## src/hdl/pftl_pkg.sv

```systemverilog
// Shared types and constants for the port filter with trace-driven loss.
// Used by every module under hdl; depends on nothing.
package pftl_pkg;

	// Loss-trace ring size; the ring index and the trace store follow from it.
	localparam int TRACE_DEPTH = 8192;
	localparam int RING_W      = (TRACE_DEPTH > 1) ? $clog2(TRACE_DEPTH) : 1;

	// Fixed field widths of the item ports.
	localparam int ADDR_W = 13;
	localparam int BYTE_W = 8;
	localparam int PORT_W = 16;
	localparam int POS_W  = 7;

	// Configuration registers.
	localparam int CFG_IDX_W  = 1;
	localparam int CFG_DATA_W = 16;
	localparam logic [CFG_IDX_W-1:0] REG_FILTER_A = 1'd0;
	localparam logic [CFG_IDX_W-1:0] REG_FILTER_B = 1'd1;
	localparam logic [PORT_W-1:0]    FILTER_PORT_RESET = 16'd2112;

	// Request codes of an input item.
	localparam logic REQ_FRAME = 1'b0;
	localparam logic REQ_TRACE = 1'b1;

	// Header offsets and values.
	localparam logic [POS_W-1:0]  POS_ETYPE_HI = 7'd12;
	localparam logic [POS_W-1:0]  POS_ETYPE_LO = 7'd13;
	localparam logic [POS_W-1:0]  POS_IHL      = 7'd14;
	localparam logic [POS_W-1:0]  POS_PROTO    = 7'd23;
	localparam logic [POS_W-1:0]  POS_MIN_LAST = 7'd33;
	localparam logic [POS_W-1:0]  POS_MAX      = 7'd127;
	localparam logic [BYTE_W-1:0] ETYPE_IPV4_HI = 8'h08;
	localparam logic [BYTE_W-1:0] ETYPE_IPV4_LO = 8'h00;
	localparam logic [BYTE_W-1:0] PROTO_TCP     = 8'd6;
	localparam logic [BYTE_W-1:0] PROTO_UDP     = 8'd17;

	// Front-to-back queue.
	localparam int Q_DEPTH = 4;
	localparam int Q_PTR_W = $clog2(Q_DEPTH);
	localparam int Q_CNT_W = $clog2(Q_DEPTH + 1);

	typedef enum logic {
		JOB_TRACE_WR = 1'b0,
		JOB_VERDICT  = 1'b1
	} job_kind_t;

	typedef struct packed {
		job_kind_t           kind;
		logic                hit;   // verdict job: frame matched a filter port
		logic [ADDR_W-1:0]   addr;  // trace write job: entry
		logic                drop;  // trace write job: value
	} job_t;

	typedef struct packed {
		logic clearing;  // trace store sweep after reset in progress
	} back_stat_t;

endpackage

```

## src/hdl/pftl_front.sv

```systemverilog
// Front end: takes items, parses the frame header byte by byte, turns each
// trace write and each frame end into a job. Depends on pftl_pkg.
module pftl_front import pftl_pkg::*; (
	input  logic                  clk,
	input  logic                  arst_n,
	input  logic                  in_valid,
	output logic                  in_stall,
	input  logic                  req_type,
	input  logic [BYTE_W-1:0]     data_byte,
	input  logic                  last_byte,
	input  logic [ADDR_W-1:0]     trace_addr,
	input  logic                  trace_drop,
	input  logic                  cfg_we,
	input  logic [CFG_IDX_W-1:0]  cfg_idx,
	input  logic [CFG_DATA_W-1:0] cfg_data,
	input  logic                  q_full,
	input  back_stat_t            back_stat,
	output logic                  push,
	output job_t                  push_job
);

	logic [PORT_W-1:0] filter_a_q, filter_b_q;
	logic [POS_W-1:0]  pos_q;
	logic              eth_ok_q, tr_ok_q;
	logic [3:0]        hlen_q;
	logic [PORT_W-1:0] src_q, dst_q;

	logic              accept, frame_acc;
	logic              eth_nxt, tr_nxt;
	logic [3:0]        hlen_nxt;
	logic [PORT_W-1:0] src_nxt, dst_nxt;
	logic [POS_W-1:0]  offset, rel;
	logic              in_ports, cand, hit;

	assign in_stall  = q_full | back_stat.clearing;
	assign accept    = in_valid & ~in_stall;
	assign frame_acc = accept & (req_type == REQ_FRAME);

	always_comb begin
		eth_nxt  = eth_ok_q;
		hlen_nxt = hlen_q;
		tr_nxt   = tr_ok_q;
		if (pos_q == POS_ETYPE_HI) begin
			eth_nxt = (data_byte == ETYPE_IPV4_HI);
		end else if (pos_q == POS_ETYPE_LO) begin
			eth_nxt = eth_ok_q & (data_byte == ETYPE_IPV4_LO);
		end else if (pos_q == POS_IHL) begin
			hlen_nxt = data_byte[3:0];
		end else if (pos_q == POS_PROTO) begin
			tr_nxt = (data_byte == PROTO_TCP) | (data_byte == PROTO_UDP);
		end

		// ports sit at 14 + 4*IHL, using the IHL of this very byte at offset 14
		offset   = POS_IHL + {1'b0, hlen_nxt, 2'b00};
		rel      = pos_q - offset;
		in_ports = (pos_q >= offset) & (rel[POS_W-1:2] == '0);
		src_nxt  = src_q;
		dst_nxt  = dst_q;
		if (in_ports) begin
			if (!rel[1]) begin
				src_nxt = {src_q[BYTE_W-1:0], data_byte};
			end else begin
				dst_nxt = {dst_q[BYTE_W-1:0], data_byte};
			end
		end

		cand = eth_nxt & tr_nxt & (pos_q >= POS_MIN_LAST) & (pos_q >= offset + 7'd3);
		hit  = cand & ((src_nxt == filter_a_q) | (src_nxt == filter_b_q) |
		               (dst_nxt == filter_a_q) | (dst_nxt == filter_b_q));
	end

	always_comb begin
		push          = accept & ((req_type == REQ_TRACE) | last_byte);
		push_job.kind = (req_type == REQ_TRACE) ? JOB_TRACE_WR : JOB_VERDICT;
		push_job.hit  = hit;
		push_job.addr = trace_addr;
		push_job.drop = trace_drop;
	end

	always_ff @(posedge clk or negedge arst_n) begin
		if (!arst_n) begin
			filter_a_q <= FILTER_PORT_RESET;
			filter_b_q <= FILTER_PORT_RESET;
		end else if (cfg_we) begin
			unique case (cfg_idx)
				REG_FILTER_A: filter_a_q <= cfg_data[PORT_W-1:0];
				REG_FILTER_B: filter_b_q <= cfg_data[PORT_W-1:0];
				default: ;
			endcase
		end
	end

	always_ff @(posedge clk or negedge arst_n) begin
		if (!arst_n) begin
			pos_q    <= '0;
			eth_ok_q <= 1'b0;
			hlen_q   <= '0;
			tr_ok_q  <= 1'b0;
			src_q    <= '0;
			dst_q    <= '0;
		end else if (frame_acc) begin
			if (last_byte) begin
				pos_q    <= '0;
				eth_ok_q <= 1'b0;
				hlen_q   <= '0;
				tr_ok_q  <= 1'b0;
				src_q    <= '0;
				dst_q    <= '0;
			end else begin
				if (pos_q != POS_MAX) begin
					pos_q <= pos_q + 7'd1;
				end
				eth_ok_q <= eth_nxt;
				hlen_q   <= hlen_nxt;
				tr_ok_q  <= tr_nxt;
				src_q    <= src_nxt;
				dst_q    <= dst_nxt;
			end
		end
	end

endmodule

```

## config.mk

```make
export PLATFORM = sky130hd
export DESIGN_NAME = pftl_front
export DESIGN_NICKNAME = d
export VERILOG_FILES = /design/src/hdl/pftl_pkg.sv /design/src/hdl/pftl_front.sv
export SDC_FILE = /design/constraint.sdc
export NUM_CORES = 1
export LEC_CHECK = 0
export ABC_CLOCK_PERIOD_IN_PS = 8720
export BUFFER_PORTS_ARGS = -buffer_cell sky130_fd_sc_hd__buf_2
export CAP_MARGIN = 15
export CORE_ASPECT_RATIO = 0.7
export CORE_UTILIZATION = 51
export CTS_CLUSTER_DIAMETER = 200
export CTS_CLUSTER_SIZE = 20
export DETAILED_ROUTE_END_ITERATION = 12
export GPL_ROUTABILITY_DRIVEN = 0
export PLACE_DENSITY = 0.72
export SYNTH_ARGS = -nofsm -noshare
export SYNTH_HDL_FRONTEND = slang
export SYNTH_SLANG_ARGS = --single-unit
```

## constraint.sdc

```tcl
create_clock -name clk -period 8.72 [get_ports clk]
set_clock_uncertainty 0.05 [all_clocks]
set_input_delay 0.436 -clock clk [delete_from_list [all_inputs] [get_ports clk]]
set_output_delay 0.436 -clock clk [all_outputs]
set_load 0.02 [all_outputs]
```

* After elaboration in Yosys (flattened, before gate mapping)
Index checks and enable logic that the tools add are counted.
** Operators by class
- $lt $le $gt $ge :: 3
- Add/subtract/negate cells :: 4
- Bitwise gates (word level) :: 18
- Muxes and demuxes :: 21
- Eq/ne operators :: 12
- Reductions and logical operators :: 6
** Operators with widths (count)
- 16-bit two-way mux :: 6
- 16-bit == test :: 4
- 7-bit by 4-bit == test with 1-bit output (second input constant) :: 3
- 4-bit two-way mux :: 4
- 7-bit >= comparator :: 2
- 7-bit two-way mux :: 2
- 1-bit AND :: 9
- 1-bit two-way mux :: 9
- 8-bit by 3-bit == test with 1-bit output (second input constant) :: 1
- 8-bit by 4-bit == test with 1-bit output (second input constant) :: 1
- 8-bit by 5-bit == test with 1-bit output (second input constant) :: 1
- 8-bit zero test :: 1
- 4-bit by 6-bit adder with 7-bit output (first input constant) :: 1
- 7-bit by 1-bit adder with 7-bit output (second input constant) :: 1
- 7-bit by 2-bit adder with 7-bit output (second input constant) :: 1
- 7-bit by 5-bit == test with 1-bit output (second input constant) :: 1
- 7-bit by 6-bit >= comparator with 1-bit output (second input constant) :: 1
- 7-bit inequality test (second input constant) :: 1
- 7-bit subtractor :: 1
- 1-bit bitwise OR :: 6
- 2-bit AND reduction :: 3
- 5-bit zero test :: 1
- 1-bit inverter :: 3
- 2-bit nonzero test :: 1
** Storage, ports and cells
- Input bits :: 47
- Register bits :: 77
- Logic and storage cells :: 72
- Output and inout port bits :: 18

* Logic depth before layout (Yosys ltp)
Gate-level depths: netlist of run 1.
- Word-level depth :: 14
- Depth in mapped cells :: 20
- Depth with buffers taken out :: 18

* Least setup slack after synthesis of run 1
OpenSTA, ideal clock, no wires.
- Kind :: reg-to-output
- Start :: register pos_q[1]
- End :: output push_job[14] (netlist name)
- Cell stages (with the launch flop) :: 20
- Data arrival time :: 4.380 ns
- Data required time :: 8.234 ns
- Path slack :: 3.854 ns
- Path buffers :: 1
- Cell sequence :: dfrtp_1 > inv_1 > ha_1 > nor2_1 > nand3_1 > mux2_2 > inv_1 > ha_1 > nor3_1 > inv_1 > ha_1 > and2b_1 > a211oi_2 > o22ai_2 > nor4_4 > mux2i_1 > a211o_1 > a221o_1 > nand4_1 > buf_4
** Between the ends
- Cells in the longest elaborated chain, start to end :: 14
- Elaborated cells on any way between the ends :: 36
- Classes of those cells :: 3 x add/sub; 3 x order compare; 8 x eq/ne; 13 x mux; 8 x bitwise; 1 x reduce/logical
** Ends and longest elaborated chain
- from (decl) :: line pftl_front.sv:23 : logic [POS_W-1:0] pos_q;
- from (signal assigned) :: line pftl_front.sv:111 : pos_q <= pos_q + 7'd1;
- 7-bit by 4-bit == test with 1-bit output :: line pftl_front.sv:47 : end else if (pos_q == POS_IHL) begin
- 4-bit two-way mux :: line pftl_front.sv:47
- 4-bit two-way mux :: line pftl_front.sv:45 : end else if (pos_q == POS_ETYPE_LO) begin
- 4-bit two-way mux :: line pftl_front.sv:43 : if (pos_q == POS_ETYPE_HI) begin
- 4-bit by 6-bit adder with 7-bit output :: line pftl_front.sv:54 : offset = POS_IHL + {1'b0, hlen_nxt, 2'b00};
- 7-bit subtractor :: line pftl_front.sv:55 : rel = pos_q - offset;
- 5-bit zero test :: line pftl_front.sv:56 : in_ports = (pos_q >= offset) & (rel[POS_W-1:2] == '0);
- 1-bit AND :: line pftl_front.sv:56
- 16-bit two-way mux :: line pftl_front.sv:59 : if (in_ports) begin
- 16-bit == test :: line pftl_front.sv:68 : hit = cand & ((src_nxt == filter_a_q) | (src_nxt == filter_b_q) |
- 1-bit bitwise OR (2 in a row) :: line pftl_front.sv:68
- 1-bit bitwise OR :: line pftl_front.sv:69 : (dst_nxt == filter_a_q) | (dst_nxt == filter_b_q));
- 1-bit AND (*) :: line pftl_front.sv:68
- to (decl) :: line pftl_front.sv:19 : output job_t push_job
Every way passes the cells marked *; elsewhere a longest branch is shown, timed or not.

==> results_dict.tcl, run 1 <==
set metrics [dict create \
    antenna_found_initial 0 \
    hold_path_class "in -> async" \
    routed_wl_um 14000 \
    fp.dieH_um 86.4 \
    syn_avg_cell_area_sq_um 9.86 \
    htreeDepth 3 \
    final_cell_mix "73 x dfrtp_1, 46 x xnor2_1, 43 x xor2_1" \
    r2r-end "src_q[9]" \
    clockBufferDepth 2 \
    timing.final.hold_violations 0 \
    viasPerCell 6.38 \
    dr.pass1.iters 6 \
    postCtsSetupRepairBufs 0 \
    antennaDiodeCount 0 \
    numCtsBuffers 9 \
    fin_area_sq_um 5600 \
    ys_seq_area_share_pct 37.2 \
    period_share_pct 70.4 \
    die_w_um 123 \
    worst_slack_ns 2.58 \
    synth.distinct_cells 60 \
    vias 4186 \
    nNetsFinal 587 \
    syn_inst 526 \
    cts_resized 0 \
    r2r-start "pos_q[2]" \
    reg2reg_slack_ns 3.61 \
    post-route-util_pct 57.2 \
    clk_pin_slew_ns 0.06 \
    core_region_area_sq_um 9800 \
    dieArea_sq_um 10600 \
    setup_viol 0 \
    grt_pass1_vias 4147 \
    ys.flop_type "dfrtp_1" \
    cap_violations 0 \
    yosysTopAreaCellShare_pct 35.2 \
    yosys-top-cells-area "dfrtp_1 35%, xnor2_1 7.8%, xor2_1 7.3%" \
    fin_total_pwr_mw 1.01 \
    slew_headroom_pct 35.6 \
    cp_max_fo 10 \
    ir_drop_v 0.000115 \
    port_buffers 36 \
    r2r_cells 15 \
    cellLeakagePower_nw 2.40 \
    async_flop_share_pct 100 \
    report.final.slew_viol_count 0 \
    crit_type "reg -> out" \
    synth-seq-cells 77 \
    placement.cell_area_sq_um 5270 \
    dp_hpwl_um 10400 \
    rows 30 \
    netlist_area_sq_um 5190 \
    wl_per_cell_um 21.3 \
    dp_slack_ns 3.08 \
    start_util_pct 52.9 \
    n_fill_cell 815 \
    cts_tree "built" \
    syn_nets 589 \
    crit_arrival_ns 5.66 \
    overflow 0 \
    track_usage_pct 28.3 \
    drive_above_1_share_pct 18.2 \
    ctsRootBufferMaster "clkbuf_16" \
    synth_edf_count 0 \
    grt_max_degree 78 \
    yosysWarnings 0 \
    status "completed" \
    synth_area_leader_cell "dfrtp_1" \
    layout.cells.most_common "dfrtp_1" \
    setup_tns_ns 0 \
    critPathLaunchType "register" \
    worstMarginPinSlew_ns 0.965 \
    critPathRequiredTime_ns 8.23 \
    clock_sinks 77 \
    clk_latency_ns 0.34 \
    first_iter_violations 497 \
    ctsHoldBuffers 0 \
    antenna_left 0 \
    grt_pass1_wl_um 22300 \
    io_pins 65 \
    drc 0 \
    area_growth_pct 7.99 \
    fmax_mhz 163 \
    fin_crit_ns 6.14 \
    pwr_density_cell_nw_per_um2 179 \
    critPathCaptureType "primary output" \
    rsz0062_at_grt "no" \
]
through the flow:
step	instances	hold slack [ns]
6_report	656	0.192
5_1_grt	656	0.278
4_1_cts	653	0.241
3_5_place_dp	638	0.428
3_3_place_gp	638	0.426
2_1_floorplan	526	0.0904
synth_stat cells (3+ instances only):
| master | number |
|---|---|
| a2bb2oi_1 | 3 |
| ha_1 | 14 |
| mux2_2 | 28 |
| o221ai_1 | 5 |
| nor3_1 | 10 |
| a222oi_1 | 5 |
| and2_1 | 4 |
| nor4_1 | 11 |
| nand3_1 | 12 |
| nand4_1 | 12 |
| a211o_1 | 3 |
| or3_1 | 3 |
| inv_1 | 33 |
| dfrtp_1 | 73 |
| a22o_1 | 32 |
| clkbuf_1 | 34 |
| nand2_1 | 19 |
| mux2i_1 | 14 |
| buf_2 | 3 |
| nor2_1 | 16 |
| dfstp_2 | 4 |
| buf_4 | 15 |
| o22ai_1 | 3 |
| o21ai_0 | 20 |
| a21oi_1 | 15 |
| xnor2_1 | 46 |
| o2bb2ai_1 | 3 |
| xor2_1 | 43 |
layout make-up:
| type | count | area (sq um) | area share, % |
|---|---|---|---|
| Multi-Input combinational cell | 362 | 2860 | 51.1 |
| Sequential cell | 77 | 1930 | 34.5 |
| Clock buffer | 10 | 239 | 4.27 |
| Timing Repair Buffer | 41 | 225 | 4.02 |
| Tap cell | 128 | 160 | 2.86 |
| Inverter | 33 | 124 | 2.21 |
| Clock inverter | 5 | 60.1 | 1.07 |
power by group:
group	leakage, nW	total, mW	internal (mW)	switching (mW)
sequential	0.997	0.455	0.386	0.0688
combinational	1.26	0.175	0.0847	0.0903
clock	0.145	0.375	0.229	0.146
total	2.40	1.01	0.700	0.305
kinds of logic (layout without fill, tap and decap cells):
logic type,Yosys count,after routing,share of synthesized area [%]
buf+inv,87,89,7.60
compound gates,109,109,15.7
simple gates,106,106,11.5
flops,77,77,37.2
mux,42,42,8.78
fa+ha+maj,16,16,4.15
xor+xnor,89,89,15.0
worst max-delay path: stages, from the launching register on:
cell	delay, ns
dfrtp_1	0.56
nand2_1	0.16
nor4_1	0.37
nand3_1	0.39
mux2_2	0.39
inv_1	0.10
ha_1	0.23
xnor2_1	0.26
ha_1	0.33
or2_0	0.29
a211oi_2	0.29
o22ai_2	0.16
nor4_4	0.71
mux2i_1	0.20
a211o_1	0.33
a221o_1	0.27
nand4_1	0.10
buf_2	0.17
metal layers:
| metal | global-route usage [%] | share of wire [%] | vias up |
|---|---|---|---|
| li1 | - | - | 1852 |
| met1 | 40.2 | 44 | 2069 |
| met2 | 40.7 | 42 | 225 |
| met3 | 8.09 | 12 | 40 |
| met4 | 10.8 | 2.6 | 0 |
| met5 | 0 | 0 | - |
worst max path at each step:
stage	from	end	slack, ns	depth (start not counted)
finish	pos_q[2]	push_job[14]	2.58	17
global route	pos_q[1]	push_job[14]	2.32	18
CTS	pos_q[2]	push_job[14]	2.65	17
detailed placement	pos_q[2]	push_job[14]	3.08	17
global placement	pos_q[1]	push_job[14]	3.39	18
floorplan	pos_q[1]	push_job[14]	3.85	19
state kept, by name (all words and copies together) (netlist names):
register / flops
filter_b_q: 16
filter_a_q: 16
dst_q: 16
hlen_q: 4
src_q: 16
pos_q: 7
eth_ok_q: 1
tr_ok_q: 1
Note: power is estimated with default switching activity, not from simulation.
==> run 2: changes to the inputs <==
ABC_AREA = 1   (was unset)
ABC_CLOCK_PERIOD_IN_PS = 6400   (was 8720)
PLACE_DENSITY = 0.71   (was 0.72)
clock period = 6.4 ns   (was 8.72 ns; I/O delays follow)
==> run 2 against run 1 <==
Against the previous run:
- die area grew 13%
- largest cell class unchanged
- clock-buffer cell count grew 1
- sequential power grew 42%
- global-route usage shrank 0.48 points
- worst hold slack lost 0.032 ns
- register-to-register slack lost 1.7 ns
- total power grew 110%
- largest power group is now combinational logic
- flip-flop and latch count is the same
- first-iteration DRC count grew 2.0%
==> results_dict.tcl, run 2 <==
set metrics [dict create \
    hp-start "cfg_data[6]" \
    yosysWarnings 0 \
    holdPathStages 3 \
    port_buffers 36 \
    status "completed" \
    antenna_found_initial 0 \
    synth.distinct_cells 36 \
    setup_viol 0 \
    startpoint "pos_q[1]" \
    dr.pass1.iters 7 \
    vias 5722 \
    ctsRootBufferMaster "clkbuf_16" \
    critPathLaunchType "register" \
    synth_edf_count 0 \
    r2r-start "pos_q[1]" \
    reg2reg_slack_ns 1.92 \
    ir_drop_v 0.000186 \
    cap_violations 0 \
    routed_wl_um 15500 \
    pwr_density_cell_nw_per_um2 338 \
    drc 0 \
    viasPerCell 5.44 \
    cts_tree "built" \
    wl_per_cell_um 14.7 \
    track_usage_pct 27.8 \
    cellLeakagePower_nw 3.33 \
    drive_above_1_share_pct 9.13 \
    async_flop_share_pct 100 \
    grt_max_degree 41 \
    report.final.slew_viol_count 0 \
    n_fill_cell 1097 \
    grt_pass1_vias 5130 \
    dieArea_sq_um 11900 \
    syn_avg_cell_area_sq_um 6.62 \
    synth_area_leader_cell "dfrtp_1" \
    clk_latency_ns 0.34 \
    crit_type "reg -> out" \
    ys_seq_area_share_pct 33.0 \
    hold_path_class "in -> reg" \
    syn_nets 947 \
    syn_inst 884 \
    fp.dieH_um 91.6 \
    r2r_cells 18 \
    overflow 0 \
    dp_hpwl_um 10800 \
    grt_pass1_wl_um 25800 \
    crit_arrival_ns 5.48 \
    final_cell_mix "255 x nand2_1, 126 x inv_1, 72 x dfrtp_1" \
    htreeDepth 3 \
    antennaDiodeCount 0 \
    period_share_pct 91.3 \
    layout.cells.most_common "nand2_1" \
    synth.most_common_cell "nand2_1" \
    nNetsFinal 956 \
    fin_area_sq_um 6350 \
    cp_max_fo 38 \
    rsz0062_at_grt "no" \
    clock_sinks 77 \
    critPathRequiredTime_ns 6.03 \
    postCtsSetupRepairBufs 0 \
    core_region_area_sq_um 11100 \
    ys.flop_type "dfrtp_1" \
    post-route-util_pct 57.2 \
    worstMarginPinSlew_ns 0.999 \
    fin_crit_ns 5.85 \
    critPathCaptureType "primary output" \
    r2r-end "src_q[7]" \
    first_iter_violations 507 \
    fmax_mhz 171 \
    yosys-top-cells-area "dfrtp_1 31%, nand2_1 16%, inv_1 8.1%" \
    netlist_area_sq_um 5850 \
    start_util_pct 52.8 \
    antenna_left 0 \
    placement.cell_area_sq_um 6000 \
    clk_pin_slew_ns 0.06 \
    min_to "filter_a_q[6]" \
    timing.final.hold_violations 0 \
    synth-seq-cells 77 \
    setup_tns_ns 0 \
    io_pins 65 \
    die_w_um 130 \
    area_growth_pct 8.51 \
    rows 32 \
    yosysTopAreaCellShare_pct 31.2 \
    synth.top_cells.by_count "255 x nand2_1, 126 x inv_1, 73 x dfrtp_1" \
    slew_headroom_pct 33.2 \
    numCtsBuffers 9 \
    clockBufferDepth 2 \
]
[run 2: cell count changes after synthesis, moves of 28 or more]
cell / change
nand3_1: +55
o21ai_0: +41
mux2_2: -28
nand2_1: +236
xor2_1: -29
nand4_1: +31
xnor2_1: -46
o22ai_1: +33
inv_1: +93
nor2_1: +48
a22o_1: -32
[run 2: per-layer routing]
| metal | GRT usage [%] | wire, um |
|---|---|---|
| met1 | 42.2 | 7660 |
| met2 | 39.9 | 6450 |
| met3 | 5.37 | 1170 |
| met4 | 7.46 | 181 |
| met5 | 0 | 0 |
[run 2: cell families after synthesis]
family / synth area share, %
simple gates: 35.7
buf+inv: 12.9
compound gates: 12.6
flops: 33.0
fa+ha+maj: 3.68
xor+xnor: 2.10
[run 2: worst max path at each step]
stage,endpoint,slack (ns),cells past startpoint
floorplan,push_job[14],1.74,28
global route,push_job[14],0.04,27
detailed placement,push_job[14],0.68,27
finish,push_job[14],0.55,27
CTS,push_job[14],0.31,27
global placement,push_job[14],0.79,27
[run 2: layout make-up]
class / count / area (sq um) / area share [%]
clock inverter: 5 / 83.8 / 1.32
inverter: 127 / 477 / 7.51
tap: 153 / 191 / 3.02
timing repair buffer: 44 / 245 / 3.86
multi-input combinational: 634 / 3190 / 50.2
clock buffer: 11 / 233 / 3.67
sequential: 77 / 1930 / 30.4
[run 2: critical path: stages, from the launching register on]
cell	delay, ns
dfrtp_2	0.37
buf_4	0.32
ha_1	0.28
nand4_1	0.26
o21ai_1	0.40
ha_1	0.24
inv_1	0.06
nand2_1	0.07
nand2_1	0.08
ha_1	0.36
a21oi_2	0.21
nand2_1	0.07
nand2_1	0.06
nand2_1	0.11
nor2_8	0.51
nand3_4	0.42
nand2_1	0.23
nand2_1	0.09
nand2_1	0.06
nand2_1	0.04
nor2_1	0.21
nand2_1	0.08
nor2_1	0.13
nand2_1	0.06
nand3_1	0.07
nor2_1	0.06
nor2_1	0.08
buf_2	0.16
[run 2: stage by stage]
| step | power [mW] | hold slack, ns | setup WS, ns | cells |
|---|---|---|---|---|
| 6_report | 2.14 | 0.160 | 0.554 | 1051 |
| 5_1_grt | 2.32 | 0.176 | 0.0351 | 1051 |
| 4_1_cts | 2.12 | 0.153 | 0.312 | 1050 |
| 3_5_place_dp | 1.57 | 0.263 | 0.683 | 1033 |
| 3_3_place_gp | 1.56 | 0.262 | 0.788 | 1033 |
| 2_1_floorplan | 1.37 | -0.0256 | 1.74 | 884 |
[run 2: power breakdown]
group	leakage (nW)	switching [mW]	internal, mW	total, mW
logic	2.20	0.642	0.307	0.949
registers	0.979	0.0750	0.573	0.648
clock network	0.146	0.204	0.343	0.547
[run 2: repair_timing]
action / in CTS / in global routing
endpoints found under the setup margin: 0 / 1
endpoints found under the hold margin: 35 / 0
hold buffers: 1 / 0
gates resized for setup: 0 / 3
