===== src/hdl/pftl_pkg.sv =====
// Shared types and constants for the port filter with trace-driven loss.
// Used by every module under hdl; depends on nothing.
package pftl_pkg;

	// Loss-trace ring size; the ring index and the trace store follow from it.
	localparam int TRACE_DEPTH = 8192;
	localparam int RING_W      = (TRACE_DEPTH > 1) ? $clog2(TRACE_DEPTH) : 1;

	// Fixed field widths of the item ports.
	localparam int ADDR_W = 13;
	localparam int BYTE_W = 8;
	localparam int PORT_W = 16;
	localparam int POS_W  = 7;

	// Configuration registers.
	localparam int CFG_IDX_W  = 1;
	localparam int CFG_DATA_W = 16;
	localparam logic [CFG_IDX_W-1:0] REG_FILTER_A = 1'd0;
	localparam logic [CFG_IDX_W-1:0] REG_FILTER_B = 1'd1;
	localparam logic [PORT_W-1:0]    FILTER_PORT_RESET = 16'd2112;

	// Request codes of an input item.
	localparam logic REQ_FRAME = 1'b0;
	localparam logic REQ_TRACE = 1'b1;

	// Header offsets and values.
	localparam logic [POS_W-1:0]  POS_ETYPE_HI = 7'd12;
	localparam logic [POS_W-1:0]  POS_ETYPE_LO = 7'd13;
	localparam logic [POS_W-1:0]  POS_IHL      = 7'd14;
	localparam logic [POS_W-1:0]  POS_PROTO    = 7'd23;
	localparam logic [POS_W-1:0]  POS_MIN_LAST = 7'd33;
	localparam logic [POS_W-1:0]  POS_MAX      = 7'd127;
	localparam logic [BYTE_W-1:0] ETYPE_IPV4_HI = 8'h08;
	localparam logic [BYTE_W-1:0] ETYPE_IPV4_LO = 8'h00;
	localparam logic [BYTE_W-1:0] PROTO_TCP     = 8'd6;
	localparam logic [BYTE_W-1:0] PROTO_UDP     = 8'd17;

	// Front-to-back queue.
	localparam int Q_DEPTH = 4;
	localparam int Q_PTR_W = $clog2(Q_DEPTH);
	localparam int Q_CNT_W = $clog2(Q_DEPTH + 1);

	typedef enum logic {
		JOB_TRACE_WR = 1'b0,
		JOB_VERDICT  = 1'b1
	} job_kind_t;

	typedef struct packed {
		job_kind_t           kind;
		logic                hit;   // verdict job: frame matched a filter port
		logic [ADDR_W-1:0]   addr;  // trace write job: entry
		logic                drop;  // trace write job: value
	} job_t;

	typedef struct packed {
		logic clearing;  // trace store sweep after reset in progress
	} back_stat_t;

endpackage


===== src/hdl/pftl_queue.sv =====
// Short job queue between the front end and the back end.
// Depends on pftl_pkg for the job type and depth.
module pftl_queue import pftl_pkg::*; (
	input  logic clk,
	input  logic arst_n,
	input  logic push,
	input  job_t push_job,
	output logic full,
	input  logic pop,
	output logic head_valid,
	output job_t head_job
);

	job_t                entries_q [Q_DEPTH];
	logic [Q_PTR_W-1:0]  wr_ptr_q, rd_ptr_q;
	logic [Q_CNT_W-1:0]  count_q;
	logic                do_push, do_pop;

	assign full       = (count_q == Q_CNT_W'(Q_DEPTH));
	assign head_valid = (count_q != '0);
	assign head_job   = entries_q[rd_ptr_q];
	assign do_push    = push & ~full;
	assign do_pop     = pop & head_valid;

	always_ff @(posedge clk) begin
		if (do_push) begin
			entries_q[wr_ptr_q] <= push_job;
		end
	end

	always_ff @(posedge clk or negedge arst_n) begin
		if (!arst_n) begin
			wr_ptr_q <= '0;
			rd_ptr_q <= '0;
			count_q  <= '0;
		end else begin
			if (do_push) begin
				wr_ptr_q <= (wr_ptr_q == Q_PTR_W'(Q_DEPTH - 1)) ? '0 : wr_ptr_q + 1'b1;
			end
			if (do_pop) begin
				rd_ptr_q <= (rd_ptr_q == Q_PTR_W'(Q_DEPTH - 1)) ? '0 : rd_ptr_q + 1'b1;
			end
			unique case ({do_push, do_pop})
				2'b10:   count_q <= count_q + 1'b1;
				2'b01:   count_q <= count_q - 1'b1;
				default: ;
			endcase
		end
	end

endmodule


===== config.mk =====
export PLATFORM = sky130hd
export DESIGN_NAME = pftl_queue
export DESIGN_NICKNAME = d
export VERILOG_FILES = /design/src/hdl/pftl_pkg.sv /design/src/hdl/pftl_queue.sv
export SDC_FILE = /design/constraint.sdc
export NUM_CORES = 1
export LEC_CHECK = 0
export ABC_CLOCK_PERIOD_IN_PS = 1700
export CELL_PAD_IN_SITES_DETAIL_PLACEMENT = 0
export CELL_PAD_IN_SITES_GLOBAL_PLACEMENT = 1
export CORE_MARGIN = 4
export CORE_UTILIZATION = 51
export CTS_BUF_LIST = sky130_fd_sc_hd__clkbuf_8
export DETAILED_ROUTE_END_ITERATION = 10
export DONT_BUFFER_PORTS = 1
export GPL_ROUTABILITY_DRIVEN = 0
export PLACE_DENSITY_LB_ADDON = 0.1
export RECOVER_POWER = 25
export SYNTH_ARGS = -nofsm -noshare
export SYNTH_HDL_FRONTEND = slang
export SYNTH_SLANG_ARGS = --single-unit
export TNS_END_PERCENT = 20

===== constraint.sdc =====
create_clock -name clk -period 1.7 [get_ports clk]
set_input_delay 0.17 -clock clk [delete_from_list [all_inputs] [get_ports clk]]
set_output_delay 0.17 -clock clk [all_outputs]
set_load 0.02 [all_outputs]

== Yosys cells after proc, flatten, opt, wreduce, memory -nomap -nowiden ==
Memory sizes are Yosys's and may differ from the RTL's.
Cells that the tools add are included.

* Bits in writable memories: 64
* Input bits: 20
* Output and inout port bits: 18
* Latch bits: 0
* Flip-flop bits (word level): 7
* Logic and storage cells: 23
* Memories: 1
* ROM bits: 0

* Equality and inequality tests: 5
* $mul: 0
* $add $sub $neg: 4
* Div/mod/pow operators: 0
* Bitwise gates (word level): 3
* $lt $le $gt $ge: 0
* Shift operators: 0
* Reduce and logical (&&, ||, !) cells: 2
* Multiplexer cells: 5

{| class="wikitable"
|+ Memories
! name !! words !! width !! rd ports !! clocked after Yosys merged registers in !! write ports !! line !! source
|-
| entries_q || 4 || 16 || 1 || 0 || 1 || pftl_queue.sv:14 || <nowiki>job_t entries_q [Q_DEPTH];</nowiki>
|}

{| class="wikitable"
|+ Operator list
! operator !! number
|-
| 2-bit equality test, second input constant || 3
|-
| 3-bit one-hot mux with 2 select lines || 1
|-
| 2-bit by 1-bit adder with 2-bit output, second input constant || 2
|-
| 2-bit two-way mux || 2
|-
| 3-bit by 1-bit adder with 3-bit output, second input constant || 1
|-
| 3-bit equality test, second input constant || 1
|-
| 3-bit nonzero test || 1
|-
| 3-bit by 1-bit subtractor with 3-bit output, second input constant || 1
|-
| 1-bit bitwise AND || 2
|-
| 2-bit by 1-bit equality test with 1-bit output, second input constant || 1
|-
| 1-bit two-way mux || 2
|-
| 2-bit nonzero test || 1
|-
| 1-bit inverter || 1
|}

== Depth between registers and ports, before layout ==
Gate-level depths: netlist (run 1).

* Word-level depth: 5
* Gate-level depth with buffers: 9
* Mapped depth without buffers: 9

== Worst setup path after synthesis (run 1) ==
Ideal clock, no wire load.

* Path kind: reg2reg
* Start point: register count_q[0]
* End point: register count_q[2]
* Stages on the path, launching flop included: 10
* Period minus slack after synthesis: 2.054 ns
* Arrival time: 1.975 ns
* Setup time: 0.079 ns
* Required time: 1.621 ns
* Buffers on the path: 0
* Slack: -0.354 ns
* Path through: dfrtp_1 -> nor3b_2 -> nor2b_2 -> inv_1 -> ha_1 -> inv_1 -> fa_1 -> xor2_1 -> nor2_1 -> xor2_1

* Word-level cells in the longest chain between the ends: 5
* Elaborated cells on any way between the ends: 11
* Classes of those cells: add/sub: 2; eq/ne: 3; mux: 1; bitwise: 3; reduce/logical: 2

{| class="wikitable"
|+ Ends and longest elaborated chain
! element !! line !! source
|-
| start, declared || pftl_queue.sv:16 || <nowiki>logic [Q_CNT_W-1:0] count_q;</nowiki>
|-
| start signal, assigned || pftl_queue.sv:44 || <nowiki>2'b10: count_q <= count_q + 1'b1;</nowiki>
|-
| start signal, assigned || pftl_queue.sv:45 || <nowiki>2'b01: count_q <= count_q - 1'b1;</nowiki>
|-
| 3-bit equality test * || pftl_queue.sv:19 || <nowiki>assign full = (count_q == Q_CNT_W'(Q_DEPTH));</nowiki>
|-
| via full || pftl_queue.sv:8 || <nowiki>output logic full,</nowiki>
|-
| 1-bit inverter * || pftl_queue.sv:22 || <nowiki>assign do_push = push & ~full;</nowiki>
|-
| 1-bit bitwise AND * || pftl_queue.sv:22 ||
|-
| 2-bit by 1-bit equality test with 1-bit output or 2-bit equality test (tied branches) || pftl_queue.sv:43 || <nowiki>unique case ({do_push, do_pop})</nowiki>
|-
| 3-bit one-hot mux with 2 select lines or 2-bit nonzero test (tied branches) || - ||
|}

The timed path passes the listed nets; every way through them passes the cells marked *.
A chain may end at the register's enable or synchronous reset.

== Final worst setup path (run 1) ==
* Start point: register count_q[1]
* End point: register count_q[2]

* Elaborated cells on any way between the ends: 11
* Classes of those cells: add/sub: 2; eq/ne: 3; mux: 1; bitwise: 3; reduce/logical: 2

{| class="wikitable"
|+ RTL lines
! element !! line !! source
|-
| 3-bit nonzero test * || pftl_queue.sv:20 || <nowiki>assign head_valid = (count_q != '0);</nowiki>
|-
| 1-bit bitwise AND * || pftl_queue.sv:23 || <nowiki>assign do_pop = pop & head_valid;</nowiki>
|-
| via do_pop || pftl_queue.sv:17 || <nowiki>logic do_push, do_pop;</nowiki>
|-
| 2-bit by 1-bit equality test with 1-bit output or 2-bit equality test (tied branches) || pftl_queue.sv:43 ||
|-
| 3-bit one-hot mux with 2 select lines or 2-bit nonzero test (tied branches) || - ||
|}

Marked as above.

==> flow_metrics.py, run 1 <==
metrics = {
    "status": {
        "outcome": "finished with violations",
        "violations": "negative setup slack",
    },
    "timing": {
        "timing.final.ws_setup_ps": -90.85,
        "worst_pin_slew_ps": 353.9,
        "layout_worst_path_cycle_share_pct": 105.3,
        "drv_slew": 0,
        "relSlewSlack_pct": 76.33,
        "hold_violations": 0,
        "setup_viol": 13,
        "rsz0062_at_grt": "yes",
        "layout_min_cycle_time_ps": 1791,
        "fmax_mhz": 558.4,
        "finClkSkew_ps": 7.163,
        "holdWs_ps": 172.4,
    },
    "synthesis": {
        "syn_area_mm2": 0.002806,
        "ys_seq_area_share_pct": 74.72,
        "yosys.area.top_type_share_pct": 68.48,
        "synth_edf_count": 64,
        "ys_ff_latch": 71,
        "avgSynthCellArea_um2": 22.63,
        "synth_warnings": 0,
        "yosysMostFrequentCell": "edfxtp_1",
        "async_flop_share_pct": 9.859,
        "synth_ff_type": "edfxtp_1",
        "synth_area_leader_cell": "edfxtp_1",
        "synth_nets": 151,
        "synth_common_cells": "edfxtp_1 (64), mux4_1 (8), mux4_2 (8), dfrtp_1 (7), inv_1 (7)",
        "syn_inst": 124,
        "synth_area_leaders": "edfxtp_1 (68%), mux4_1 (7.5%), mux4_2 (6.4%)",
        "synth.distinct_cells": 21,
    },
    "clock_network": {
        "clkSlewWorstSetupHoldPaths_ps": 60,
        "cts_root_buf": "clkbuf_8",
        "clock_path_buffers": 2,
        "cts_tree": "built",
        "clock_latency_ps": 330,
        "cts-htree-levels": 3,
        "clock-sinks": 71,
        "cts_buffers": 9,
    },
    "critical_path": {
        "cpMostUsedCell": "xor2_1",
        "regToRegEndpoint": "count_q[2]",
        "rrSetupSlack_ps": -90,
        "rr_worst_depth": 9,
        "critPathSlowestCell": "dfrtp_1",
        "reg2reg_from": "count_q[1]",
        "worstPathRequired_ps": 1910,
        "crit_path_max_incr_delay_ps": 420,
        "path_cells": "or3_4 -> nand2_4 -> inv_4 -> ha_4 -> inv_2 -> fa_2 -> xor2_1 -> nor2_1 -> xor2_1",
        "startpoint": "count_q[1]",
        "critPathCaptureType": "flip-flop",
        "startpoint_type": "flip-flop",
        "arrival_ps": 2000,
        "worstPathMaxFanout": 3,
        "path_class": "reg2reg",
    },
    "placement": {
        "place_area_mm2": 0.003062,
        "io_buffers": 0,
        "dp_hpwl_um": 2919,
    },
    "finish": {
        "layout.nets": 198,
        "fin_area_mm2": 0.003452,
        "antenna_cells": 0,
        "drive_above_1_share_pct": 36.93,
        "areaGrowthSynthToFinish_pct": 23.00,
    },
    "die": {
        "rows": 26,
        "io_pins": 38,
        "fp.coreArea_mm2": 0.005205,
        "initial_core_util_pct": 53.92,
        "fp.dieW_um": 82.18,
        "die_y_um": 82.18,
        "die-area_mm2": 0.006754,
    },
    "global_routing": {
        "grt_pass1_wl_um": 7258,
        "first_global_vias": 1390,
        "antenna_found_initial": 0,
        "grt_start_max_net_pins": 20,
        "overflow": 0,
        "track_usage_pct": 15.69,
    },
    "route": {
        "drc": 0,
        "avgViaCountPerCell": 5.236,
        "routed_wl_um": 4865,
        "first_pass_iters": 4,
        "ant_nets": 0,
        "vias": 1288,
        "drt_iter0_markers": 94,
        "wire_per_inst_um": 19.78,
    },
    "worst_hold_path": {
        "hp-class": "in2reg",
        "min-delay-start": "pop",
        "holdPathStages": 4,
        "worstHoldEndpoint": "count_q[0]",
    },
    "power_and_ir_drop": {
        "peakVddDrop_mv": 0.9256,
        "p_leak_nw": 1.224,
        "power_density_mw_per_mm2": 1694,
    },
    "job": {
        "drv_cap": 0,
    },
}
-- per-stage QoR --
step                      TNS (ps)  setup slack [ps]  cells  total power, W  utilization, %
after floorplan             -370.1            -223.0    124        0.003959               -
after global placement      -155.5            -99.17    208        0.004448           58.82
after detailed placement    -313.7            -181.4    208        0.004532           58.82
after CTS                   -309.0            -125.0    243        0.005745           65.00
after global routing         -1305            -197.6    246        0.006159           66.32
final                       -323.4            -90.85    246        0.005849           66.32
-- cells by family after synthesis --
kind of cell,count (synthesis),share of synthesized area (%)
AND/OR/NAND/NOR,11,2.675
XOR/XNOR,3,0.9364
multiplexers,21,15.87
flip-flops,71,74.72
adder cells (fa/ha/maj),7,3.388
buffers and inverters,11,2.408
-- state kept, by name (all words and copies together) (netlist names) --
signal	flops
count_q	3
entries_q	64
rd_ptr_q	2
wr_ptr_q	2
-- power by group --
part	switching, W	internal (W)	total, W
Combinational	0.00116	0.00109	0.00225
Sequential	0.000197	0.00234	0.00254
Clock	0.000565	0.000503	0.00107
Total	0.00192	0.00393	0.00585
-- critical path, delay by kind of cell, from the launching register on --
family	cells	cell delay [ps]
simple gates	3	540
flops	1	420
fa+ha+maj	2	330
xor+xnor	2	300
buf+inv	2	80
-- placed cells by master, fill, tap and decap left out --
cell | netlist | final
and2_1 | 4 | 4
buf_12 | 1 | 5
buf_4 | 0 | 16
clkbuf_16 | 0 | 2
clkbuf_8 | 0 | 9
clkinv_1 | 0 | 2
clkinv_2 | 0 | 2
clkinvlp_4 | 0 | 1
dfrtp_1 | 7 | 4
dfrtp_2 | 0 | 3
dlygate4sd3_1 | 0 | 17
edfxtp_1 | 64 | 64
fa_2 | 0 | 1
ha_1 | 6 | 5
ha_4 | 0 | 1
inv_1 | 7 | 6
inv_2 | 0 | 2
inv_4 | 0 | 1
mux2_1 | 2 | 2
mux2_2 | 2 | 2
mux2i_1 | 1 | 1
mux4_2 | 8 | 16
nand2_4 | 0 | 1
nor2_1 | 3 | 3
nor2b_2 | 1 | 1
nor3b_4 | 0 | 1
or3_4 | 1 | 1
xnor2_1 | 1 | 1
xor2_1 | 2 | 2
-- layer usage --
layer	GRT usage (%)	part of all wire, %	vias up
li1	-	-	588
met1	20.44	40	654
met5	0	0	-
met3	3.471	5.6	8
met2	23.72	52	38
met4	10.47	2.0	0
-- worst max-delay path by stage --
stage | endpoint | slack (ps) | cells after the start
5_1_grt | count_q[2] | -200 | 9
3_3_place_gp | count_q[2] | -100 | 9
4_1_cts | count_q[2] | -120 | 9
2_1_floorplan | count_q[2] | -220 | 9
3_5_place_dp | count_q[2] | -180 | 9
6_report | count_q[2] | -90 | 9
-- area by class of cell --
cell class | instances | area, µm²
clock buffer | 9 | 123.9
clock inverter | 7 | 32.53
fill | 363 | 1753
inverter | 7 | 28.78
multi-input combinational | 42 | 638.1
sequential | 71 | 2101
tap | 70 | 87.58
timing repair buffer | 40 | 440.4
-- repair_timing --
action                                 in CTS  in global routing
setup endpoints to repair                  11                 18
hold buffers                               17                  0
gates cloned                                0                  2
resized for setup                          12                  5
buffers inserted                            2                  1
pin swaps                                   3                  4
endpoints found under the hold margin      71                  0
(Power assumes the default switching activity.)
==> inputs of run 2 (changes only) <==
--- a/config.mk
+++ b/config.mk
@@ -5,11 +5,12 @@
 export SDC_FILE = /design/constraint.sdc
 export NUM_CORES = 1
 export LEC_CHECK = 0
+export ABC_AREA = 1
 export ABC_CLOCK_PERIOD_IN_PS = 1700
 export CELL_PAD_IN_SITES_DETAIL_PLACEMENT = 0
 export CELL_PAD_IN_SITES_GLOBAL_PLACEMENT = 1
 export CORE_MARGIN = 4
-export CORE_UTILIZATION = 51
+export CORE_UTILIZATION = 48
 export CTS_BUF_LIST = sky130_fd_sc_hd__clkbuf_8
 export DETAILED_ROUTE_END_ITERATION = 10
 export DONT_BUFFER_PORTS = 1
==> run 2 against run 1 <==
Net effect:
- the run now ends clean
- sequential power hardly changed
- cell area is 12% higher
- sequential share of layout area is 6.3 points lower
- setup slack better by 160 ps
- count of clock-buffer cells in the layout stayed put
- critical path type is now reg2out
- highest routed layer unchanged
==> flow_metrics.py, run 2 <==
metrics = {
    "timing": {
        "timing.final.ws_setup_ps": 72.48,
        "setup_viol": 0,
        "fmax_mhz": 614.4,
        "layout_worst_path_cycle_share_pct": 95.74,
        "finClkSkew_ps": 7.713,
        "drv_slew": 0,
        "fin_tns_setup_ps": 0,
        "worst_pin_slew_ps": 341.1,
        "layout_min_cycle_time_ps": 1628,
        "relSlewSlack_pct": 77.18,
        "hold_violations": 0,
    },
    "worst_hold_path": {
        "min-delay-start": "push",
        "hp-class": "in2reg",
    },
    "clock_network": {
        "cts_tree": "built",
        "clock_latency_ps": 340,
        "clock-sinks": 71,
        "cts-htree-levels": 3,
        "clkSlewWorstSetupHoldPaths_ps": 70,
        "clock_path_buffers": 2,
        "cts_root_buf": "clkbuf_8",
        "cts_buffers": 9,
    },
    "route": {
        "routed_wl_um": 5465,
        "first_pass_iters": 4,
        "drc": 0,
        "vias": 1813,
        "avgViaCountPerCell": 4.848,
        "drt_iter0_markers": 55,
        "ant_nets": 0,
        "wire_per_inst_um": 14.61,
    },
    "critical_path": {
        "path_class": "reg2out",
        "startpoint": "rd_ptr_q[0]",
        "worstPathRequired_ps": 1530,
        "startpoint_type": "flip-flop",
        "reg2reg_from": "count_q[2]",
        "worstPathMaxFanout": 14,
        "critPathCaptureType": "output pin",
        "arrival_ps": 1460,
    },
    "synthesis": {
        "yosysMostFrequentCell": "edfxtp_1",
        "ys_ff_latch": 71,
        "syn_inst": 246,
        "avgSynthCellArea_um2": 13.26,
        "synth_area_leaders": "edfxtp_1 (59%), o211ai_2 (8.8%), nand2_2 (6.3%)",
        "synth_area_leader_cell": "edfxtp_1",
        "async_flop_share_pct": 9.859,
        "synth_ff_type": "edfxtp_1",
        "synth_warnings": 0,
        "synth.distinct_cells": 22,
        "syn_area_mm2": 0.003262,
        "ys_seq_area_share_pct": 64.29,
        "synth_nets": 273,
        "synth_common_cells": "edfxtp_1 (64), inv_1 (43), nand2_2 (33), nand2_1 (30), o211ai_2 (23)",
        "synth_edf_count": 64,
        "yosys.area.top_type_share_pct": 58.92,
    },
    "job": {
        "drv_cap": 0,
    },
    "finish": {
        "regMostFlops": "entries_q",
        "areaGrowthSynthToFinish_pct": 18.18,
        "drive_above_1_share_pct": 37.37,
        "largestRegisters": "entries_q x64, count_q x3",
        "final_common_cell": "edfxtp_1",
        "layout.nets": 319,
        "largest_reg_flops": 64,
        "fin_area_mm2": 0.003855,
        "antenna_cells": 0,
        "final_cell_mix": "edfxtp_1 (64), inv_1 (43), nand2_2 (34)",
    },
    "status": {
        "outcome": "finished, final reports clean",
    },
    "die": {
        "fp.coreArea_mm2": 0.006459,
        "rows": 29,
        "io_pins": 38,
        "die-area_mm2": 0.008178,
        "die_y_um": 90.44,
        "initial_core_util_pct": 50.50,
        "fp.dieW_um": 90.44,
    },
    "global_routing": {
        "grt_pass1_wl_um": 9018,
        "grt_start_max_net_pins": 20,
        "overflow": 0,
        "first_global_vias": 1791,
        "track_usage_pct": 14.41,
        "antenna_found_initial": 0,
    },
    "placement": {
        "place_area_mm2": 0.003396,
        "pre_cts_slack_ps": 35.00,
        "dp_hpwl_um": 3544,
        "io_buffers": 0,
    },
    "power_and_ir_drop": {
        "peakVddDrop_mv": 0.8170,
        "power_density_mw_per_mm2": 1707,
        "p_leak_nw": 1.565,
    },
}
-- run 2: changes by cell type after synthesis, moves of 4 or more --
cell and change:
o211ai_1 +9, nand2_1 +30, nand3_1 +5, mux4_1 -8
and2_1 -4, mux4_2 -8, inv_1 +36, o211ai_2 +23
nand2_2 +32
-- run 2: cell type report --
cell class	instances	area [µm²]
tap	77	96.34
clock inverter	7	63.81
sequential	71	2102
multi-input combinational	118	874.6
clock buffer	9	123.9
fill	526	2604
inverter	47	181.4
timing repair buffer	45	412.9
-- run 2: final timing paths --
path | end | slack (ps) | cells after the start
min reg2reg | count_q[0] | 490 | 1
max | head_job[11] | 70 | 3
max reg2reg | count_q[1] | 80 | 8
min in group asynchronous | count_q[1] | 170 | 1
max in group asynchronous | rd_ptr_q[0] | 1250 | 1
min | wr_ptr_q[0] | 160 | 4
-- run 2: power breakdown --
part | total (W) | leakage, nW | internal [W] | switching, W
combinational | 0.00277 | 0.803 | 0.00102 | 0.00175
clock | 0.00127 | 0.0924 | 0.000664 | 0.000606
sequential | 0.00254 | 0.669 | 0.00233 | 0.000217
total | 0.00658 | 1.56 | 0.00400 | 0.00258
-- run 2: cells by family after synthesis --
| kind of cell | share of synthesized area [%] |
|---|---|
| DFF | 64.29 |
| xor gates and xnor gates | 0.2686 |
| adders and majority gates | 2.915 |
| AOI/OAI and AO/OA | 11.05 |
| and+or+nand+nor | 12.04 |
| buffers and inverters | 9.436 |
-- run 2: repair_timing --
action	CTS	global route
hold buffers	19	1
resized for setup	1	4
pin swaps	1	1
setup endpoints to repair	4	17
hold endpoints to repair	75	1
buffers inserted	0	8
-- run 2: metal layers --
layer | wire, µm | up-vias | global-route usage [%]
met3 | 302 | 9 | 5.000
met2 | 2540 | 32 | 22.53
met4 | 102 | 0 | 6.888
met1 | 2521 | 851 | 17.91
met5 | 0 | - | 0
li1 | - | 921 | -
-- run 2: stage by stage --
| step | hold slack, ps | cells | util (%) | power (W) |
|---|---|---|---|---|
| after floorplan | -125.6 | 246 | - | 0.004765 |
| after global placement | -125.4 | 330 | 52.58 | 0.005184 |
| after detailed placement | -125.4 | 330 | 52.58 | 0.005213 |
| after CTS | 18.68 | 365 | 58.47 | 0.006546 |
| after global routing | 162.1 | 374 | 59.69 | 0.007045 |
| final | 164.5 | 374 | 59.69 | 0.006582 |
-- run 2: critical path, cell delays in order (launching register included) --
cell and delay (ps):
dfrtp_4 570, buf_4 230, o211ai_2 190, nand2_2 120
==> inputs of run 3 (changes only) <==
--- a/config.mk
+++ b/config.mk
@@ -5,13 +5,11 @@
 export SDC_FILE = /design/constraint.sdc
 export NUM_CORES = 1
 export LEC_CHECK = 0
-export ABC_AREA = 1
 export ABC_CLOCK_PERIOD_IN_PS = 1700
 export CELL_PAD_IN_SITES_DETAIL_PLACEMENT = 0
 export CELL_PAD_IN_SITES_GLOBAL_PLACEMENT = 1
 export CORE_MARGIN = 4
-export CORE_UTILIZATION = 48
-export CTS_BUF_LIST = sky130_fd_sc_hd__clkbuf_8
+export CORE_UTILIZATION = 49
 export DETAILED_ROUTE_END_ITERATION = 10
 export DONT_BUFFER_PORTS = 1
 export GPL_ROUTABILITY_DRIVEN = 0
==> run 3 against run 2 <==
Net effect:
- the flow now finishes with violations (negative setup slack)
- core utilization is 1.9 points higher
- die area is 14% lower
- register-to-register slack worse by 170 ps
- first-iteration DRC count is 62% higher
==> flow_metrics.py, run 3 (synthesized netlist as in run 1, its figures left out) <==
metrics = {
    "status": {
        "outcome": "finished with violations",
        "violations": "negative setup slack",
    },
    "clock_network": {
        "cts-htree-levels": 3,
        "cts_tree": "built",
        "clock_path_buffers": 2,
        "clock-sinks": 71,
        "clkSlewWorstSetupHoldPaths_ps": 70,
        "cts_buffers": 9,
        "cts_root_buf": "clkbuf_8",
        "clock_latency_ps": 340,
    },
    "critical_path": {
        "rr_worst_depth": 9,
        "startpoint_type": "flip-flop",
        "crit_path_max_incr_delay_ps": 420,
        "rrSetupSlack_ps": -90,
        "critPathBufInv": 2,
        "worstSetupEndpoint": "count_q[2]",
        "worstPathRequired_ps": 1910,
        "startpoint": "count_q[1]",
        "critPathSlowestCell": "dfrtp_1",
        "worstPathMaxFanout": 3,
        "regToRegEndpoint": "count_q[2]",
        "arrival_ps": 2010,
        "reg2reg_from": "count_q[1]",
        "path_cells": "or3_4 -> nand2_4 -> inv_2 -> ha_4 -> inv_2 -> fa_2 -> xor2_1 -> nor2_1 -> xor2_1",
        "critical_path_depth": 9,
        "critPathCaptureType": "flip-flop",
        "critPathTopFamily": "simple AND/OR/NAND/NOR gates",
        "path_class": "reg2reg",
    },
    "timing": {
        "fin_tns_setup_ps": -156.3,
        "layout_min_cycle_time_ps": 1795,
        "timing.final.ws_setup_ps": -94.85,
        "fmax_mhz": 557.2,
        "finClkSkew_ps": 11.73,
        "layout_worst_path_cycle_share_pct": 105.6,
        "worst_pin_slew_ps": 360.3,
        "drv_slew": 0,
        "relSlewSlack_pct": 75.90,
        "rsz0062_at_grt": "yes",
        "hold_violations": 0,
        "setup_viol": 2,
    },
    "global_routing": {
        "overflow": 0,
        "first_global_vias": 1414,
        "antenna_found_initial": 0,
        "grt_start_max_net_pins": 17,
        "track_usage_pct": 14.29,
        "grt_pass1_wl_um": 7362,
    },
    "placement": {
        "io_buffers": 0,
        "place_area_mm2": 0.003039,
        "pre_cts_slack_ps": -184.1,
        "dp.cells": 210,
        "dp_hpwl_um": 3030,
    },
    "finish": {
        "layout.nets": 195,
        "finalNonFillerCells": 245,
        "final_common_cell": "edfxtp_1",
        "fill_cells": 422,
        "areaGrowthSynthToFinish_pct": 21.49,
        "ff_latch_area_mm2": 0.002100,
        "largestRegisters": "entries_q x64, count_q x3",
        "antenna_cells": 0,
        "final_cell_mix": "edfxtp_1 (64), dlygate4sd3_1 (17), mux4_2 (16), buf_4 (16), clkbuf_8 (9)",
        "multi_input_area_um2": 638.1,
        "largest_reg_flops": 64,
        "fin_area_mm2": 0.003410,
        "drive_above_1_share_pct": 35.84,
        "regMostFlops": "entries_q",
    },
    "power_and_ir_drop": {
        "p_leak_nw": 1.205,
        "p_clk_share_pct": 20.9,
        "p_switching_w": 0.001836,
        "p_comb_share_pct": 35.9,
        "switching_share_pct": 31.54,
        "seq_power_share_pct": 43.2,
        "power_density_mw_per_mm2": 1708,
        "peakVddDrop_mv": 0.7926,
        "p_int_w": 0.003986,
    },
    "route": {
        "drc": 0,
        "routed_wl_um": 4505,
        "wire_per_inst_um": 18.39,
        "first_pass_iters": 4,
        "drt_iter0_markers": 89,
        "avgViaCountPerCell": 5.135,
        "vias": 1258,
        "ant_nets": 0,
    },
    "die": {
        "die-area_mm2": 0.007002,
        "die_y_um": 83.68,
        "rows": 27,
        "fp.coreArea_mm2": 0.005540,
        "fp.dieW_um": 83.68,
        "initial_core_util_pct": 50.65,
        "io_pins": 38,
    },
    "worst_hold_path": {
        "hp-class": "in2reg",
        "holdPathStages": 3,
    },
    "job": {
        "drv_cap": 0,
    },
}
-- run 3: area by class of cell --
type,count,area share [%]
clock buffer,11,3.853
clock inverter,5,1.431
inverter,7,0.7706
multi-input combinational,42,18.72
sequential,71,61.58
tap,72,2.642
timing repair buffer,37,11.01
-- run 3: power by group through the flow --
stage,sequential [W],combinational (W),clock (W)
floorplan,0.00248,0.00148,0
global placement,0.00251,0.00191,0
detailed placement,0.00254,0.00195,0
CTS,0.00251,0.00208,0.00126
global route,0.00256,0.00229,0.00135
finish,0.00251,0.00209,0.00122
-- run 3: what timing repair did --
item                                    in CTS  in global routing
buffers inserted                             1                  0
resized for setup                           12                  3
endpoints found under the setup margin      14                 15
endpoints found under the hold margin       71                  0
pin swaps                                    4                  0
gates cloned                                 0                  1
hold buffers                                17                  0
-- run 3: worst register-to-register path: cells and delay by family (launching register included) --
family / cells / cell delay, ps
simple gates: 3 / 550
buf+inv: 2 / 90
flops: 1 / 420
xor+xnor: 2 / 300
fa+ha+maj: 2 / 330
-- run 3: how the worst min path moves through the flow --
stage                     startpoint          end  slack, ps
after detailed placement      arst_n   count_q[0]       -130
after floorplan               arst_n   count_q[0]       -130
after global routing             pop  rd_ptr_q[1]        130
after global placement        arst_n   count_q[0]       -130
after CTS                        pop  rd_ptr_q[1]        140
final                            pop  rd_ptr_q[1]        140
-- run 3: per-stage QoR --
step	utilization (%)	hold slack (ps)	power [W]
after floorplan	-	-125.6	0.003959
after global placement	54.86	-125.3	0.004422
after detailed placement	54.86	-125.3	0.004492
after CTS	60.95	139.1	0.005849
after global routing	61.54	129.9	0.006190
final	61.54	143.7	0.005822
-- run 3: per-layer routing --
layer / wire, µm / GRT usage [%] / vias up / part of all wire (%)
li1: - / - / 582 / -
met1: 1908 / 16.78 / 641 / 42
met2: 2298 / 22.92 / 26 / 51
met3: 205 / 5.035 / 9 / 4.6
met4: 92 / 7.895 / 0 / 2.0
met5: 0 / 0 / - / 0
